<file path="src/rtl/core/mkse_pkg.sv">
`timescale 1ns / 1ps
`default_nettype none
// ----------------------------------------------------------------------------
// mkse_pkg
// Shared types, key codes and lookup functions for the keypad scan unit.
// ----------------------------------------------------------------------------
package mkse_pkg;

  localparam int unsigned ROW_COUNT = 4;

  localparam logic [3:0]  COLS_IDLE = 4'hF;
  localparam logic [30:0] NUM_MAX   = 31'h7FFF_FFFF;

  // ASCII key codes
  localparam logic [6:0] KEY_NONE = 7'h00;
  localparam logic [6:0] KEY_HASH = 7'h23;
  localparam logic [6:0] KEY_STAR = 7'h2A;
  localparam logic [6:0] KEY_0    = 7'h30;
  localparam logic [6:0] KEY_9    = 7'h39;
  localparam logic [6:0] KEY_A    = 7'h41;
  localparam logic [6:0] KEY_D    = 7'h44;

  // configuration register indexes
  localparam logic [1:0] CFG_SETTLE = 2'd0;
  localparam logic [1:0] CFG_GUARD  = 2'd1;
  localparam logic [1:0] CFG_MODE   = 2'd2;

  localparam logic [1:0] MODE_ANY     = 2'd0;
  localparam logic [1:0] MODE_LETTERS = 2'd1;

  // one scan-tick beat passed from front to back
  typedef struct packed {
    logic [3:0] row_drive;
    logic       report;     // scan completed with a key found
    logic [6:0] key;
  } mkse_evt_t;

  typedef struct packed {
    logic       hit;
    logic [1:0] col;
  } mkse_col_t;

  function automatic logic [3:0] row_pattern(input logic [1:0] row);
    logic [3:0] p;
    unique case (row)
      2'd0:    p = 4'h7;
      2'd1:    p = 4'hB;
      2'd2:    p = 4'hD;
      default: p = 4'hE;
    endcase
    return p;
  endfunction

  function automatic mkse_col_t column_decode(input logic [3:0] cols);
    mkse_col_t r;
    r.hit = 1'b1;
    r.col = 2'd0;
    unique case (cols)
      4'h7:    r.col = 2'd0;
      4'hB:    r.col = 2'd1;
      4'hD:    r.col = 2'd2;
      4'hE:    r.col = 2'd3;
      default: r.hit = 1'b0;
    endcase
    return r;
  endfunction

  function automatic logic [6:0] key_lookup(input logic [1:0] row, input logic [1:0] col);
    logic [6:0] k;
    unique case ({row, col})
      4'h0:    k = 7'h31; // 1
      4'h1:    k = 7'h32; // 2
      4'h2:    k = 7'h33; // 3
      4'h3:    k = 7'h41; // A
      4'h4:    k = 7'h34; // 4
      4'h5:    k = 7'h35; // 5
      4'h6:    k = 7'h36; // 6
      4'h7:    k = 7'h42; // B
      4'h8:    k = 7'h37; // 7
      4'h9:    k = 7'h38; // 8
      4'hA:    k = 7'h39; // 9
      4'hB:    k = 7'h43; // C
      4'hC:    k = KEY_STAR;
      4'hD:    k = KEY_0;
      4'hE:    k = KEY_HASH;
      default: k = KEY_D;
    endcase
    return k;
  endfunction

endpackage
`default_nettype wire

</file>
<file path="src/rtl/core/matrix_keypad_scan_entry_unit.sv">
`timescale 1ns / 1ps
`default_nettype none
// ----------------------------------------------------------------------------
// matrix_keypad_scan_entry_unit
// 4x4 keypad scanner with key filter and decimal number entry.
// ----------------------------------------------------------------------------
// Each input beat is one scan tick carrying the sampled column lines; each
// tick yields exactly one result beat with the row pattern driven during that
// tick plus any key or number reported when a full scan ends. The unit takes
// one beat per cycle while in_stall is low; each beat's event is registered in
// the event queue, then taken through the report back into the output
// register. A two-entry queue decouples the two halves, so the input keeps
// flowing while a result waits on out_stall until the queue fills.
// Configuration writes (cfg_ready is always high) must be made while no
// beat is in flight: index 0 settle ticks, 1 guard ticks, 2 entry mode.
// ----------------------------------------------------------------------------
module matrix_keypad_scan_entry_unit #(
  parameter int unsigned MAX_DIGITS = 10
) (
  input  wire         clk,
  input  wire         rst_n,
  // scan tick input
  input  wire         in_valid,
  output logic        in_stall,
  input  wire [3:0]   in_column_lines,
  // result output
  output logic        out_valid,
  input  wire         out_stall,
  output logic [3:0]  out_row_drive,
  output logic        out_key_valid,
  output logic [6:0]  out_key_code,
  output logic        out_number_valid,
  output logic [30:0] out_number_value,
  // configuration writes
  input  wire         cfg_valid,
  output logic        cfg_ready,
  input  wire [1:0]   cfg_index,
  input  wire [15:0]  cfg_data
);

  logic [15:0] settle_ticks_r;
  logic [15:0] guard_ticks_r;
  logic [1:0]  entry_mode_r;

  logic accept;
  logic q_full, q_avail, q_pop;
  mkse_pkg::mkse_evt_t front_evt, head_evt;

  assign cfg_ready = 1'b1;
  assign in_stall  = q_full;
  assign accept    = in_valid && !q_full;

  // config registers; a write to an unused index is dropped
  always_ff @(posedge clk) begin
    if (!rst_n) begin
      settle_ticks_r <= 16'd5;
      guard_ticks_r  <= 16'd310;
      entry_mode_r   <= mkse_pkg::MODE_ANY;
    end else if (cfg_valid && cfg_ready) begin
      unique case (cfg_index)
        mkse_pkg::CFG_SETTLE: settle_ticks_r <= cfg_data;
        mkse_pkg::CFG_GUARD:  guard_ticks_r  <= cfg_data;
        mkse_pkg::CFG_MODE:   entry_mode_r   <= cfg_data[1:0];
        default:              ;
      endcase
    end
  end

  // scan front: row sequencing and key capture
  mkse_front u_front (
    .clk          (clk),
    .rst_n        (rst_n),
    .accept       (accept),
    .column_lines (in_column_lines),
    .settle_ticks (settle_ticks_r),
    .evt          (front_evt)
  );

  mkse_queue u_queue (
    .clk      (clk),
    .rst_n    (rst_n),
    .push     (accept),
    .push_evt (front_evt),
    .full     (q_full),
    .pop      (q_pop),
    .avail    (q_avail),
    .head_evt (head_evt)
  );

  // report back: mode filter, guard window, number entry
  mkse_back #(
    .MAX_DIGITS (MAX_DIGITS)
  ) u_back (
    .clk              (clk),
    .rst_n            (rst_n),
    .avail            (q_avail),
    .evt              (head_evt),
    .pop              (q_pop),
    .guard_ticks      (guard_ticks_r),
    .entry_mode       (entry_mode_r),
    .out_valid        (out_valid),
    .out_stall        (out_stall),
    .out_row_drive    (out_row_drive),
    .out_key_valid    (out_key_valid),
    .out_key_code     (out_key_code),
    .out_number_valid (out_number_valid),
    .out_number_value (out_number_value)
  );

endmodule
`default_nettype wire

</file>
<file path="src/rtl/core/mkse_front.sv">
`timescale 1ns / 1ps
`default_nettype none
// ----------------------------------------------------------------------------
// mkse_front
// Row scan sequencer: settle wait, column sampling, release wait, key capture.
// ----------------------------------------------------------------------------
module mkse_front (
  input  wire                  clk,
  input  wire                  rst_n,
  input  wire                  accept,
  input  wire [3:0]            column_lines,
  input  wire [15:0]           settle_ticks,
  output mkse_pkg::mkse_evt_t  evt
);

  logic [1:0]  row_r,    row_nxt;
  logic [15:0] settle_r, settle_nxt;
  logic        wait_r,   wait_nxt;
  logic        found_r,  found_nxt;
  logic [6:0]  key_r,    key_nxt;

  mkse_pkg::mkse_col_t dec;
  logic advance;

  always_comb begin
    dec        = mkse_pkg::column_decode(column_lines);
    row_nxt    = row_r;
    settle_nxt = settle_r;
    wait_nxt   = wait_r;
    found_nxt  = found_r;
    key_nxt    = key_r;
    advance    = 1'b0;

    evt.row_drive = mkse_pkg::row_pattern(row_r);
    evt.report    = 1'b0;
    evt.key       = key_r;

    if (wait_r) begin
      if (column_lines == mkse_pkg::COLS_IDLE) begin
        wait_nxt = 1'b0;
        advance  = 1'b1;
      end
    end else if (settle_r < settle_ticks) begin
      settle_nxt = settle_r + 16'd1;
    end else begin
      settle_nxt = '0;
      if (column_lines != mkse_pkg::COLS_IDLE) begin
        if (dec.hit) begin
          key_nxt   = mkse_pkg::key_lookup(row_r, dec.col);
          found_nxt = 1'b1;
        end
        wait_nxt = 1'b1;
      end else begin
        advance = 1'b1;
      end
    end

    // key capture and advance never coincide, so found_r is current here
    if (advance) begin
      if (row_r == 2'(mkse_pkg::ROW_COUNT - 1)) begin
        row_nxt    = '0;
        evt.report = found_r;
        found_nxt  = 1'b0;
      end else begin
        row_nxt = row_r + 2'd1;
      end
    end
  end

  always_ff @(posedge clk) begin
    if (!rst_n) begin
      row_r    <= '0;
      settle_r <= '0;
      wait_r   <= 1'b0;
      found_r  <= 1'b0;
      key_r    <= '0;
    end else if (accept) begin
      row_r    <= row_nxt;
      settle_r <= settle_nxt;
      wait_r   <= wait_nxt;
      found_r  <= found_nxt;
      key_r    <= key_nxt;
    end
  end

endmodule
`default_nettype wire

</file>
<file path="src/rtl/core/mkse_queue.sv">
`timescale 1ns / 1ps
`default_nettype none
// ----------------------------------------------------------------------------
// mkse_queue
// Two-entry event queue between scan front and report back.
// ----------------------------------------------------------------------------
module mkse_queue (
  input  wire                  clk,
  input  wire                  rst_n,
  input  wire                  push,
  input  mkse_pkg::mkse_evt_t  push_evt,
  output logic                 full,
  input  wire                  pop,
  output logic                 avail,
  output mkse_pkg::mkse_evt_t  head_evt
);

  mkse_pkg::mkse_evt_t slot_r [2];
  logic       wr_r, wr_nxt;
  logic       rd_r, rd_nxt;
  logic [1:0] cnt_r, cnt_nxt;

  assign full     = (cnt_r == 2'd2);
  assign avail    = (cnt_r != 2'd0);
  assign head_evt = slot_r[rd_r];

  always_comb begin
    wr_nxt  = push ? ~wr_r : wr_r;
    rd_nxt  = pop ? ~rd_r : rd_r;
    cnt_nxt = cnt_r + {1'b0, push} - {1'b0, pop};
  end

  always_ff @(posedge clk) begin
    if (push) slot_r[wr_r] <= push_evt;
  end

  always_ff @(posedge clk) begin
    if (!rst_n) begin
      wr_r  <= 1'b0;
      rd_r  <= 1'b0;
      cnt_r <= '0;
    end else begin
      wr_r  <= wr_nxt;
      rd_r  <= rd_nxt;
      cnt_r <= cnt_nxt;
    end
  end

endmodule
`default_nettype wire

</file>
<file path="src/rtl/core/mkse_back.sv">
`timescale 1ns / 1ps
`default_nettype none
// ----------------------------------------------------------------------------
// mkse_back
// Key filter, guard window and decimal entry; holds the result register.
// ----------------------------------------------------------------------------
module mkse_back #(
  parameter int unsigned MAX_DIGITS = 10
) (
  input  wire                  clk,
  input  wire                  rst_n,
  input  wire                  avail,
  input  mkse_pkg::mkse_evt_t  evt,
  output logic                 pop,
  input  wire [15:0]           guard_ticks,
  input  wire [1:0]            entry_mode,
  output logic                 out_valid,
  input  wire                  out_stall,
  output logic [3:0]           out_row_drive,
  output logic                 out_key_valid,
  output logic [6:0]           out_key_code,
  output logic                 out_number_valid,
  output logic [30:0]          out_number_value
);

  logic [15:0] guard_r, guard_nxt;
  logic [30:0] acc_r,   acc_nxt;
  logic [3:0]  dc_r,    dc_nxt;
  logic        vld_r,   vld_nxt;

  logic [3:0]  row_nxt_o;
  logic        kv_nxt, nv_nxt;
  logic [6:0]  kc_nxt;
  logic [30:0] nval_nxt;

  logic [34:0] prod;
  logic [3:0]  digit;
  logic        is_digit;

  assign pop = avail && (!vld_r || !out_stall);

  always_comb begin
    digit    = 4'(evt.key - mkse_pkg::KEY_0);
    is_digit = (evt.key >= mkse_pkg::KEY_0) && (evt.key <= mkse_pkg::KEY_9);
    // acc * 10 + digit as shift-add; 35 bits hold the largest product
    prod = {1'b0, acc_r, 3'b000} + {3'b000, acc_r, 1'b0} + {31'd0, digit};

    guard_nxt = (guard_r != 16'd0) ? guard_r - 16'd1 : guard_r;
    acc_nxt   = acc_r;
    dc_nxt    = dc_r;
    row_nxt_o = evt.row_drive;
    kv_nxt    = 1'b0;
    kc_nxt    = mkse_pkg::KEY_NONE;
    nv_nxt    = 1'b0;
    nval_nxt  = '0;

    if (evt.report) begin
      if (entry_mode[1]) begin
        if (guard_r == 16'd0) begin
          kv_nxt    = 1'b1;
          kc_nxt    = evt.key;
          guard_nxt = guard_ticks;
          if (is_digit) begin
            acc_nxt = (prod > {4'b0000, mkse_pkg::NUM_MAX}) ? mkse_pkg::NUM_MAX : prod[30:0];
            dc_nxt  = dc_r + 4'd1;
          end
          if (evt.key == mkse_pkg::KEY_HASH || dc_nxt >= 4'(MAX_DIGITS)) begin
            nv_nxt   = 1'b1;
            nval_nxt = acc_nxt;
            acc_nxt  = '0;
            dc_nxt   = '0;
          end
        end
      end else if (entry_mode == mkse_pkg::MODE_LETTERS) begin
        if (evt.key >= mkse_pkg::KEY_A && evt.key <= mkse_pkg::KEY_D) begin
          kv_nxt = 1'b1;
          kc_nxt = evt.key;
        end
      end else begin
        kv_nxt = 1'b1;
        kc_nxt = evt.key;
      end
    end

    vld_nxt = pop ? 1'b1 : (vld_r && out_stall);
  end

  always_ff @(posedge clk) begin
    if (!rst_n) begin
      guard_r <= '0;
      acc_r   <= '0;
      dc_r    <= '0;
      vld_r   <= 1'b0;
    end else begin
      vld_r <= vld_nxt;
      if (pop) begin
        guard_r <= guard_nxt;
        acc_r   <= acc_nxt;
        dc_r    <= dc_nxt;
      end
    end
  end

  always_ff @(posedge clk) begin
    if (pop) begin
      out_row_drive    <= row_nxt_o;
      out_key_valid    <= kv_nxt;
      out_key_code     <= kc_nxt;
      out_number_valid <= nv_nxt;
      out_number_value <= nval_nxt;
    end
  end

  assign out_valid = vld_r;

endmodule
`default_nettype wire

</file>
<file path="config.mk">
export PLATFORM = sky130hd
export DESIGN_NAME = matrix_keypad_scan_entry_unit
export DESIGN_NICKNAME = d
export VERILOG_FILES = /design/src/rtl/core/mkse_pkg.sv /design/src/rtl/core/matrix_keypad_scan_entry_unit.sv /design/src/rtl/core/mkse_front.sv /design/src/rtl/core/mkse_queue.sv /design/src/rtl/core/mkse_back.sv
export SDC_FILE = /design/constraint.sdc
export NUM_CORES = 1
export LEC_CHECK = 0
export BUFFER_PORTS_ARGS = -buffer_cell sky130_fd_sc_hd__buf_2
export CORE_AREA = 2 2 179 181
export CTS_CLUSTER_DIAMETER = 100
export DETAILED_ROUTE_END_ITERATION = 12
export DIE_AREA = 0 0 181 183
export SYNTH_ARGS = -nofsm -noshare
export SYNTH_HDL_FRONTEND = slang
export SYNTH_SLANG_ARGS = --single-unit
</file>
<file path="constraint.sdc">
create_clock -name clk -period 9.2 [get_ports clk]
set_clock_uncertainty 0.15 [all_clocks]
set_input_delay 1.84 -clock clk [delete_from_list [all_inputs] [get_ports clk]]
set_output_delay 1.84 -clock clk [all_outputs]
set_load 0.05 [all_outputs]
</file>
==> results of run 1 <==
-- layout by cell type (no fill, tap or decap), drive strengths merged, types with 6 or more instances in the layout --
cell type  Yosys  routed
nand2        159     159
a311oi         7       7
a22oi         27      27
nand3         26      26
a21oi         96      96
nor2         133     133
mux2i         18      18
and2           7       7
nand4          8       8
o211ai        12      12
o21ai         76      76
nand3b         7       7
edfxtp        68      68
dfxtp        118     118
a21boi         6       6
ha            92      92
nor2b          9       9
clkbuf        37      19
clkinv         1       6
and3          14      14
buf           24      79
a21o          11      11
a211oi        12      12
xor2          28      28
or3            7       7
a31oi         10      10
inv           58      65
xnor2         24      24
nor3          44      44
-- synth_stat cells, types with 3 or more instances --
cell type	instances
nand2_1	158
nor2_1	131
dfxtp_1	118
a21oi_1	93
ha_1	92
edfxtp_1	68
o21ai_0	61
inv_1	58
clkbuf_1	36
nor3_1	32
xor2_1	28
a22oi_1	27
nand3_1	26
xnor2_1	24
mux2i_1	17
o21ai_1	15
and3_1	14
buf_2	13
a211oi_1	11
a21o_1	11
nor3_2	11
o211ai_1	11
a31oi_1	10
nor2b_1	9
nand4_1	8
and2_1	7
or3_1	7
a311oi_1	6
buf_6	6
nand3b_1	6
a21boi_0	5
mux2_2	5
nand2b_1	5
nor4_1	5
o221a_2	5
buf_1	4
a21oi_2	3
and4_1	3
o21a_1	3
o21bai_1	3
o31ai_1	3
o32ai_1	3
or4_1	3
-- final cells by class --
type	count	area (um2)
Sequential cell	186	4404
Clock inverter	13	147.6
Clock buffer	19	452.9
Timing Repair Buffer	79	412.9
Tap cell	402	503.0
Fill cell	3222	19190
Multi-Input combinational cell	911	5896
Inverter	59	221.5
-- per-layer routing --
| layer | vias to the layer above | share of wire [%] | wire (um) |
|---|---|---|---|
| li1 | 4419 | - | - |
| met1 | 4187 | 47 | 12190 |
| met2 | 154 | 48 | 12390 |
| met3 | 35 | 3.6 | 928 |
| met4 | 0 | 2.1 | 534 |
| met5 | - | 0 | 0 |
-- worst max-delay path, cell delays in order, from the launching register on --
cell	delay, ns
dfxtp_1	0.87
mux2i_1	0.40
inv_1	0.13
ha_1	0.30
ha_1	0.17
inv_1	0.05
fa_1	0.40
nor2b_1	0.18
o211ai_1	0.15
a311oi_2	0.39
o31ai_2	0.19
o31ai_1	0.30
xnor2_1	0.20
o2111ai_4	0.48
buf_4	0.42
nor2_1	0.21
nor3_2	0.07
-- power by group through the flow --
stage,registers (mW),clock network (mW),logic [mW]
finish,1.07,0.752,0.859
global route,1.09,0.802,0.944
CTS,1.08,0.770,0.865
detailed placement,1.09,0,0.864
global placement,1.09,0,0.854
floorplan,1.32,0,0.438
-- registers in the layout (all words and copies together), names as in the netlist, named ones only --
register                 flops
u_queue.rd_r                 1
u_front.wait_r               1
guard_ticks_r               16
u_front.settle_r            16
u_back.out_key_valid         1
u_front.row_r                2
u_front.found_r              1
u_back.out_number_value     31
u_back.out_row_drive         4
u_back.guard_r              16
u_queue.cnt_r                2
u_queue.wr_r                 1
u_queue.slot_r              24
u_back.out_key_code          7
entry_mode_r                 2
u_back.acc_r                31
u_back.out_number_valid      1
u_front.key_r                7
settle_ticks_r              16
u_back.dc_r                  4
u_back.out_valid             1
-- kinds of logic (layout without fill, tap and decap cells) --
kind of cell | Yosys count | in the layout | synth area share [%]
adder cells (fa/ha/maj) | 94 | 94 | 11.03
multiplexers | 23 | 23 | 2.224
flip-flops | 186 | 186 | 40.78
AND/OR/NAND/NOR | 438 | 438 | 18.83
AO/OA/AOI/OAI | 303 | 303 | 18.11
buffers and inverters | 120 | 170 | 4.784
other | 1 | 1 | 0.03472
XOR/XNOR | 52 | 52 | 4.217
-- how the worst max path moves through the flow --
stage / start / endpoint / slack, ns / cells past startpoint
floorplan: out_stall / u_queue.cnt_r[0]$_SDFF_PN0_ / 4.53 / 8
global placement: flop / u_back.out_number_value[14]$_SDFFCE_PN0P_ / 3.98 / 12
detailed placement: flop / u_back.out_number_value[10]$_SDFFCE_PN0P_ / 3.86 / 13
CTS: flop / u_back.out_number_value[14]$_SDFFCE_PN0P_ / 3.84 / 12
global route: flop / u_back.out_number_value[11]$_SDFFCE_PN0P_ / 3.36 / 16
finish: flop / u_back.out_number_value[10]$_SDFFCE_PN0P_ / 3.88 / 16
-- per-stage QoR --
step / utilization [%] / setup WS (ns) / power, mW / hold WS (ns)
floorplan: - / 4.526 / 1.759 / 0.2754
global placement: 36.62 / 3.979 / 1.948 / 0.2928
detailed placement: 36.62 / 3.862 / 1.958 / 0.2982
CTS: 38.55 / 3.844 / 2.710 / 0.3087
global route: 38.55 / 3.362 / 2.834 / 0.3274
finish: 38.55 / 3.880 / 2.683 / 0.3064
==> results.sh, run 1 <==
export IMPL_outcome="finished clean"
export IMPL_arrival_ns=5.36
export IMPL_finalMaxSlewViolations=0
export IMPL_placed_cells=1637
export IMPL_max_freq_ghz=0.1880
export IMPL_grt_overflow=0
export IMPL_hold_path_startpoint="settle_ticks_r[10]$_SDFFE_PN0P_"
export IMPL_antenna_left=0
export IMPL_core_area_mm2=0.03123
export IMPL_grt_pass1_wl_mm=43.07
export IMPL_track_usage_pct=16.05
export IMPL_synth_top_area_share_pct=21.87
export IMPL_use_met2_pct=27.46
export IMPL_syn_avg_cell_area_um2=8.875
export IMPL_grt_setup_unrepaired="no"
export IMPL_p_comb_share_pct=32.0
export IMPL_grt_met3_usage_pct=2.661
export IMPL_postCtsSetupBuffers=0
export IMPL_grt_max_degree=70
export IMPL_synth_warnings=0
export IMPL_p_leak_nw=4.954
export IMPL_cts_root_buf="clkbuf_16"
export IMPL_dieArea_mm2=0.03312
export IMPL_switching_share_pct=40.11
export IMPL_fp_dieW_um=181
export IMPL_final_nets=1375
export IMPL_fin_crit_sh_pct=57.83
export IMPL_drtIter0Drc=548
export IMPL_r2r_setup_slack_ns=3.88
export IMPL_synth_area_top_cells="dfxtp_1 22%, edfxtp_1 19%, ha_1 11%"
export IMPL_p_seq_share_pct=40.0
export IMPL_cap_viol_max_count=0
export IMPL_grt_pass1_vias=8433
export IMPL_cts_repair_resized=0
export IMPL_critPathLaunchType="flop"
export IMPL_clock_path_buffers=2
export IMPL_grt_busiest_layer="met2"
export IMPL_drcViolationCount=0
export IMPL_hold_violations=0
export IMPL_syn_cell_area_mm2=0.01080
export IMPL_antenna_found_initial=0
export IMPL_peakVddDrop_uv=126.9
export IMPL_cts_tree="built"
export IMPL_maxSlewHeadroom_pct=18.28
export IMPL_cts_sinks=186
export IMPL_grt_use_met1_pct=20.67
export IMPL_clk_latency_ns=0.45
export IMPL_finalSetupViolations=0
export IMPL_synth_cell_types=85
export IMPL_ios=74
export IMPL_place_gp_congestion=0.9024
export IMPL_wirelength_mm=26.04
export IMPL_layout_drive_gt1_share_pct=12.15
export IMPL_rr_endpoint="u_back.out_number_value[10]$_SDFFCE_PN0P_"
export IMPL_clkPwrFrac_pct=28.0
export IMPL_htree_levels=4
export IMPL_worstMarginPinSlew_ns=1.226
export IMPL_fin_cells=1669
export IMPL_drt_first_pass_iters=5
export IMPL_n_antenna_cell=0
export IMPL_synth_async_sr_flop_share_pct=0
export IMPL_synthCells=1217
export IMPL_rows=65
export IMPL_period_needed_ns=5.320
export IMPL_path_class="flop to flop"
export IMPL_io_buffers=72
export IMPL_wl_per_cell_um=15.60
export IMPL_crit_path_end_kind="flop"
export IMPL_placed_area_mm2=0.01144
export IMPL_die_h_um=183
export IMPL_reg2reg_depth=16
export IMPL_min_delay_path_depth=2
export IMPL_power_density_mw_per_mm2=222.9
export IMPL_intPower_mw=1.607
export IMPL_clk_pin_slew_worst_paths_ns=0.08
export IMPL_hold_end="settle_ticks_r[10]$_SDFFE_PN0P_"
export IMPL_fin_area_mm2=0.01204
export IMPL_ys_ff_latch=186
export IMPL_numCtsBuffers=17
export IMPL_vias=8795
export IMPL_worstHoldPathType="flop to flop"
export IMPL_synth_edf_count=68
export IMPL_yosysSeqAreaShare_pct=40.78
export IMPL_areaGrowthSynthToFinish_pct=11.46
export IMPL_fin_setup_tns_ns=0
export IMPL_start_util_pct=34.58
export IMPL_synth_net_count=1338
export IMPL_hold_buffers=0
export IMPL_crit_fanout=32
export IMPL_p_sw_mw=1.076
export IMPL_required_ns=9.24
export IMPL_dp_hpwl_mm=18.61
export IMPL_routed_via_density=5.270
export IMPL_synth_top_area_cell="dfxtp_1"
export IMPL_synth_flop_cell="dfxtp_1"
No activity file was read; power rests on OpenSTA's default activity.
==> run 2: changes to the inputs <==
==> constraint.sdc (replaced) <==
create_clock -name clk -period 5.39 [get_ports clk]
set_clock_uncertainty 0.15 [all_clocks]
set_input_delay 1.078 -clock clk [delete_from_list [all_inputs] [get_ports clk]]
set_output_delay 1.078 -clock clk [all_outputs]
set_load 0.05 [all_outputs]
==> results.sh, run 2 (synthesis results as in run 1) <==
export IMPL_drt_first_pass_iters=5
export IMPL_drcViolationCount=0
export IMPL_antenna_left=0
export IMPL_endpoint="u_back.out_number_value[17]$_SDFFCE_PN0P_"
export IMPL_routed_via_density=5.285
export IMPL_max_freq_ghz=0.2156
export IMPL_power_density_mw_per_mm2=379.1
export IMPL_die_h_um=183
export IMPL_finalMaxSlewViolations=0
export IMPL_grt_max_degree=70
export IMPL_track_usage_pct=15.98
export IMPL_ios=74
export IMPL_antenna_found_initial=0
export IMPL_required_ns=5.42
export IMPL_wl_met2_mm=12.62
export IMPL_switching_share_pct=39.90
export IMPL_grt_pass1_vias=8414
export IMPL_wirelength_mm=25.94
export IMPL_grt_pass1_wl_mm=42.61
export IMPL_finalSetupViolations=0
export IMPL_intPower_mw=2.748
export IMPL_worstHoldPathType="flop to flop"
export IMPL_place_gp_congestion=0.8512
export IMPL_fin_setup_tns_ns=0
export IMPL_multi_input_area_mm2=0.005896
export IMPL_core_area_mm2=0.03123
export IMPL_grt_overflow=0
export IMPL_layout_drive_gt1_share_pct=12.43
export IMPL_areaGrowthSynthToFinish_pct=11.70
export IMPL_clock_path_buffers=2
export IMPL_largestRegisters="u_back.acc_r (31), u_back.out_number_value (31), u_queue.slot_r (24)"
export IMPL_n_antenna_cell=0
export IMPL_maxSlewHeadroom_pct=22.72
export IMPL_hold_violations=0
export IMPL_io_buffers=72
export IMPL_outcome="finished clean"
export IMPL_postCtsSetupBuffers=0
export IMPL_hold_buffers=0
export IMPL_post_place_ws_ns=0.7653
export IMPL_final_nets=1379
export IMPL_wl_met3_um=846
export IMPL_wl_per_cell_um=15.50
export IMPL_peakVddDrop_uv=221.6
export IMPL_fin_crit_sh_pct=86.04
export IMPL_clk_pin_slew_worst_paths_ns=0.08
export IMPL_arrival_ns=4.67
export IMPL_grt_setup_unrepaired="no"
export IMPL_cap_viol_max_count=0
export IMPL_p_seq_share_pct=39.8
export IMPL_setup_ws_ns=0.7527
export IMPL_mostFrequentLayoutCells="158 x nand2_1, 131 x nor2_1, 118 x dfxtp_1"
export IMPL_wl_met1_mm=12.06
export IMPL_rr_endpoint="u_back.out_number_value[17]$_SDFFCE_PN0P_"
export IMPL_worstMarginPinSlew_ns=1.152
export IMPL_crit_fanout=24
export IMPL_clk_latency_ns=0.45
export IMPL_fill_cells=3244
export IMPL_p_leak_nw=4.978
export IMPL_cts_tree="built"
export IMPL_dp_hpwl_mm=18.63
export IMPL_start_util_pct=34.58
export IMPL_numCtsBuffers=17
export IMPL_path_class="flop to flop"
export IMPL_r2r_setup_slack_ns=0.75
export IMPL_reg2reg_depth=13
export IMPL_clkPwrFrac_pct=27.8
export IMPL_power_mw=4.573
export IMPL_period_needed_ns=4.637
export IMPL_cts_repair_resized=0
export IMPL_p_sw_mw=1.825
export IMPL_final_common_cell="nand2_1"
export IMPL_p_comb_share_pct=32.4
export IMPL_critPathLaunchType="flop"
export IMPL_cts_sinks=186
export IMPL_crit_path_end_kind="flop"
export IMPL_dieArea_mm2=0.03312
export IMPL_cts_root_buf="clkbuf_16"
export IMPL_hold_path_startpoint="guard_ticks_r[3]$_SDFFE_PN0P_"
export IMPL_fp_dieW_um=181
export IMPL_htree_levels=4
export IMPL_regArea_mm2=0.004404
export IMPL_vias=8842
export IMPL_holdWs_ns=0.3055
export IMPL_drtIter0Drc=506
export IMPL_rows=65
export IMPL_routed_top_layer="met4"
==> run 2: critical path: stages (launching register included) <==
cell,delay [ns]
dfxtp_1,0.39
mux2i_1,0.42
fa_1,0.53
fa_1,0.48
nor2b_1,0.16
o211ai_1,0.15
a311oi_2,0.39
o31ai_2,0.21
o31ai_1,0.32
xnor2_1,0.20
o2111ai_4,0.36
buf_4,0.35
nor2_1,0.19
nor3_1,0.07
==> run 2: cell type report <==
class	instances	area share, %
Clock inverter	14	1.213
Sequential cell	186	36.51
Timing Repair Buffer	83	3.671
Clock buffer	18	3.734
Inverter	59	1.836
Multi-Input combinational cell	911	48.87
Tap cell	402	4.169
==> run 2: layer usage <==
layer / GRT usage [%] / vias to the layer above
met3: 2.383 / 35
met1: 20.24 / 4213
li1: - / 4438
met2: 28.15 / 156
met5: 0 / -
met4: 4.911 / 0
==> run 2: stage by stage <==
step / instance area (um2) / instances / utilization, %
CTS: 12060 / 1673 / 38.63
floorplan: 10800 / 1217 / -
global route: 12060 / 1673 / 38.63
detailed placement: 11470 / 1641 / 36.72
finish: 12060 / 1673 / 38.63
global placement: 11470 / 1641 / 36.72
==> run 2: power by group through the flow <==
| stage | Sequential [mW] | Clock [mW] | Combinational, mW |
|---|---|---|---|
| 3_5_place_dp | 1.86 | 0 | 1.49 |
| 5_1_grt | 1.84 | 1.36 | 1.63 |
| 6_report | 1.82 | 1.27 | 1.48 |
| 3_3_place_gp | 1.85 | 0 | 1.48 |
| 2_1_floorplan | 2.26 | 0 | 0.747 |
| 4_1_cts | 1.82 | 1.31 | 1.50 |
==> run 2: how the worst min path moves through the flow <==
stage,endpoint,cells past startpoint,slack [ns]
floorplan,u_queue.slot_r[0][0]$_DFFE_PP_,0,0.28
global placement,settle_ticks_r[1]$_SDFFE_PN0P_,2,0.29
detailed placement,settle_ticks_r[7]$_SDFFE_PN0P_,2,0.30
CTS,settle_ticks_r[7]$_SDFFE_PN0P_,2,0.31
global route,settle_ticks_r[3]$_SDFFE_PN0P_,2,0.33
finish,guard_ticks_r[3]$_SDFFE_PN0P_,2,0.31
==> run 3: changes to the inputs <==
--- a/config.mk
+++ b/config.mk
@@ -6,10 +6,10 @@
 export NUM_CORES = 1
 export LEC_CHECK = 0
 export BUFFER_PORTS_ARGS = -buffer_cell sky130_fd_sc_hd__buf_2
-export CORE_AREA = 2 2 179 181
+export CORE_AREA = 2 2 164 198
 export CTS_CLUSTER_DIAMETER = 100
 export DETAILED_ROUTE_END_ITERATION = 12
-export DIE_AREA = 0 0 181 183
+export DIE_AREA = 0 0 166 200
 export SYNTH_ARGS = -nofsm -noshare
 export SYNTH_HDL_FRONTEND = slang
 export SYNTH_SLANG_ARGS = --single-unit
==> results.sh, run 3 (synthesis results as in run 1) <==
export IMPL_outcome="finished clean"
export IMPL_switching_share_pct=39.98
export IMPL_cts_sinks=186
export IMPL_intPower_mw=2.713
export IMPL_required_ns=5.41
export IMPL_arrival_ns=4.87
export IMPL_fin_setup_tns_ns=0
export IMPL_clock_path_buffers=2
export IMPL_n_antenna_cell=0
export IMPL_place_gp_congestion=0.8766
export IMPL_drtIter0Drc=504
export IMPL_finalMaxSlewViolations=0
export IMPL_worstHoldPathType="flop to flop"
export IMPL_cts_root_buf="clkbuf_16"
export IMPL_layout_drive_gt1_share_pct=12.28
export IMPL_clkPwrFrac_pct=26.9
export IMPL_fin_crit_sh_pct=90.05
export IMPL_period_needed_ns=4.854
export IMPL_p_leak_nw=4.955
export IMPL_routed_via_density=5.269
export IMPL_start_util_pct=34.64
export IMPL_rr_endpoint="u_back.out_number_value[15]$_SDFFCE_PN0P_"
export IMPL_fill_cells=3145
export IMPL_hold_path_startpoint="guard_ticks_r[6]$_SDFFE_PN0P_"
export IMPL_wl_per_cell_um=15.52
export IMPL_crit_path_end_kind="flop"
export IMPL_peakVddDrop_uv=215.1
export IMPL_numCtsBuffers=17
export IMPL_p_seq_share_pct=40.2
export IMPL_grt_pass1_vias=8580
export IMPL_antenna_found_initial=0
export IMPL_holdWs_ns=0.3079
export IMPL_largestRegisters="u_back.acc_r (31), u_back.out_number_value (31), u_queue.slot_r (24)"
export IMPL_dieArea_mm2=0.03320
export IMPL_grt_setup_unrepaired="no"
export IMPL_vias=8805
export IMPL_wirelength_mm=25.94
export IMPL_htree_levels=4
export IMPL_die_h_um=200
export IMPL_critPathLaunchType="flop"
export IMPL_r2r_setup_slack_ns=0.54
export IMPL_ios=74
export IMPL_postCtsSetupBuffers=0
export IMPL_drcViolationCount=0
export IMPL_hold_end="guard_ticks_r[6]$_SDFFE_PN0P_"
export IMPL_reg2reg_depth=14
export IMPL_mostFrequentLayoutCells="158 x nand2_1, 131 x nor2_1, 118 x dfxtp_1"
export IMPL_path_class="flop to flop"
export IMPL_worstMarginPinSlew_ns=1.193
export IMPL_cts_tree="built"
export IMPL_final_nets=1378
export IMPL_power_density_mw_per_mm2=375.8
export IMPL_grt_max_degree=70
export IMPL_core_area_mm2=0.03118
export IMPL_final_common_cell="nand2_1"
export IMPL_cap_viol_max_count=0
export IMPL_track_usage_pct=15.68
export IMPL_hold_buffers=0
export IMPL_crit_fanout=24
export IMPL_drt_first_pass_iters=5
export IMPL_clk_latency_ns=0.44
export IMPL_grt_overflow=0
export IMPL_regArea_mm2=0.004404
export IMPL_maxSlewHeadroom_pct=20.10
export IMPL_io_buffers=72
export IMPL_grt_pass1_wl_mm=42.47
export IMPL_cts_repair_resized=0
export IMPL_areaGrowthSynthToFinish_pct=11.34
export IMPL_antenna_left=0
export IMPL_clk_pin_slew_worst_paths_ns=0.07
export IMPL_p_comb_share_pct=32.9
export IMPL_finalSetupViolations=0
export IMPL_multi_input_area_mm2=0.005896
export IMPL_hold_violations=0
export IMPL_fp_dieW_um=166
export IMPL_rows=71
export IMPL_p_sw_mw=1.807
export IMPL_max_freq_ghz=0.2060
export IMPL_min_delay_path_depth=2
export IMPL_dp_hpwl_mm=18.71
==> run 3: area by class of cell <==
| class | count | share of cell area, % |
|---|---|---|
| repair buffers | 82 | 3.621 |
| well taps | 401 | 4.172 |
| inverters | 59 | 1.842 |
| clock inverters | 14 | 1.145 |
| clock buffers | 18 | 3.569 |
| multi-input cells | 911 | 49.03 |
| flip-flops and latches | 186 | 36.62 |
==> run 3: critical path, stage by stage, from the launching register on <==
cell and delay [ns]:
dfxtp_1 0.38, buf_4 0.27, mux2i_1 0.41, fa_1 0.53, fa_1 0.48, nor2b_1 0.17, o211ai_1 0.16, a311oi_2 0.39
o31ai_2 0.20, o31ai_1 0.31, xnor2_1 0.20, o2111ai_4 0.33, buf_4 0.34, nor2_1 0.21, nor3_2 0.07
==> run 3: power groups by stage <==
| stage | clock network, mW | logic (mW) | registers (mW) |
|---|---|---|---|
| final | 1.22 | 1.49 | 1.82 |
| after global routing | 1.30 | 1.63 | 1.84 |
| after CTS | 1.25 | 1.51 | 1.82 |
| after detailed placement | 0 | 1.50 | 1.85 |
| after global placement | 0 | 1.49 | 1.85 |
| after floorplan | 0 | 0.747 | 2.26 |
==> run 3: per-stage QoR <==
| stage | std cells | power (mW) | instance area (um2) | utilization (%) | setup slack, ns |
|---|---|---|---|---|---|
| detailed placement | 1639 | 3.351 | 11460 | 36.75 | 0.5345 |
| global placement | 1639 | 3.336 | 11460 | 36.75 | 0.6505 |
| floorplan | 1217 | 3.002 | 10800 | - | 1.307 |
| global route | 1671 | 4.771 | 12030 | 38.57 | 0.1870 |
| finish | 1671 | 4.519 | 12030 | 38.57 | 0.5361 |
| CTS | 1671 | 4.578 | 12030 | 38.57 | 0.5305 |
==> run 3: worst max-delay path by stage <==
| stage | to | slack (ns) | cells past startpoint |
|---|---|---|---|
| after CTS | u_back.out_number_value[15]$_SDFFCE_PN0P_ | 0.53 | 14 |
| after global routing | u_back.out_number_value[15]$_SDFFCE_PN0P_ | 0.19 | 14 |
| after global placement | u_back.out_number_value[11]$_SDFFCE_PN0P_ | 0.65 | 14 |
| final | u_back.out_number_value[15]$_SDFFCE_PN0P_ | 0.54 | 14 |
| after detailed placement | u_back.out_number_value[15]$_SDFFCE_PN0P_ | 0.53 | 14 |
| after floorplan | u_back.out_number_value[13]$_SDFFCE_PN0P_ | 1.31 | 14 |
==> run 3: per-layer routing <==
metal	up-vias	global-route usage, %	share of wire, %
li1	4430	-	-
met3	20	2.504	3.0
met2	146	29.49	52
met4	0	4.316	1.2
met5	-	0	0
met1	4209	18.54	44
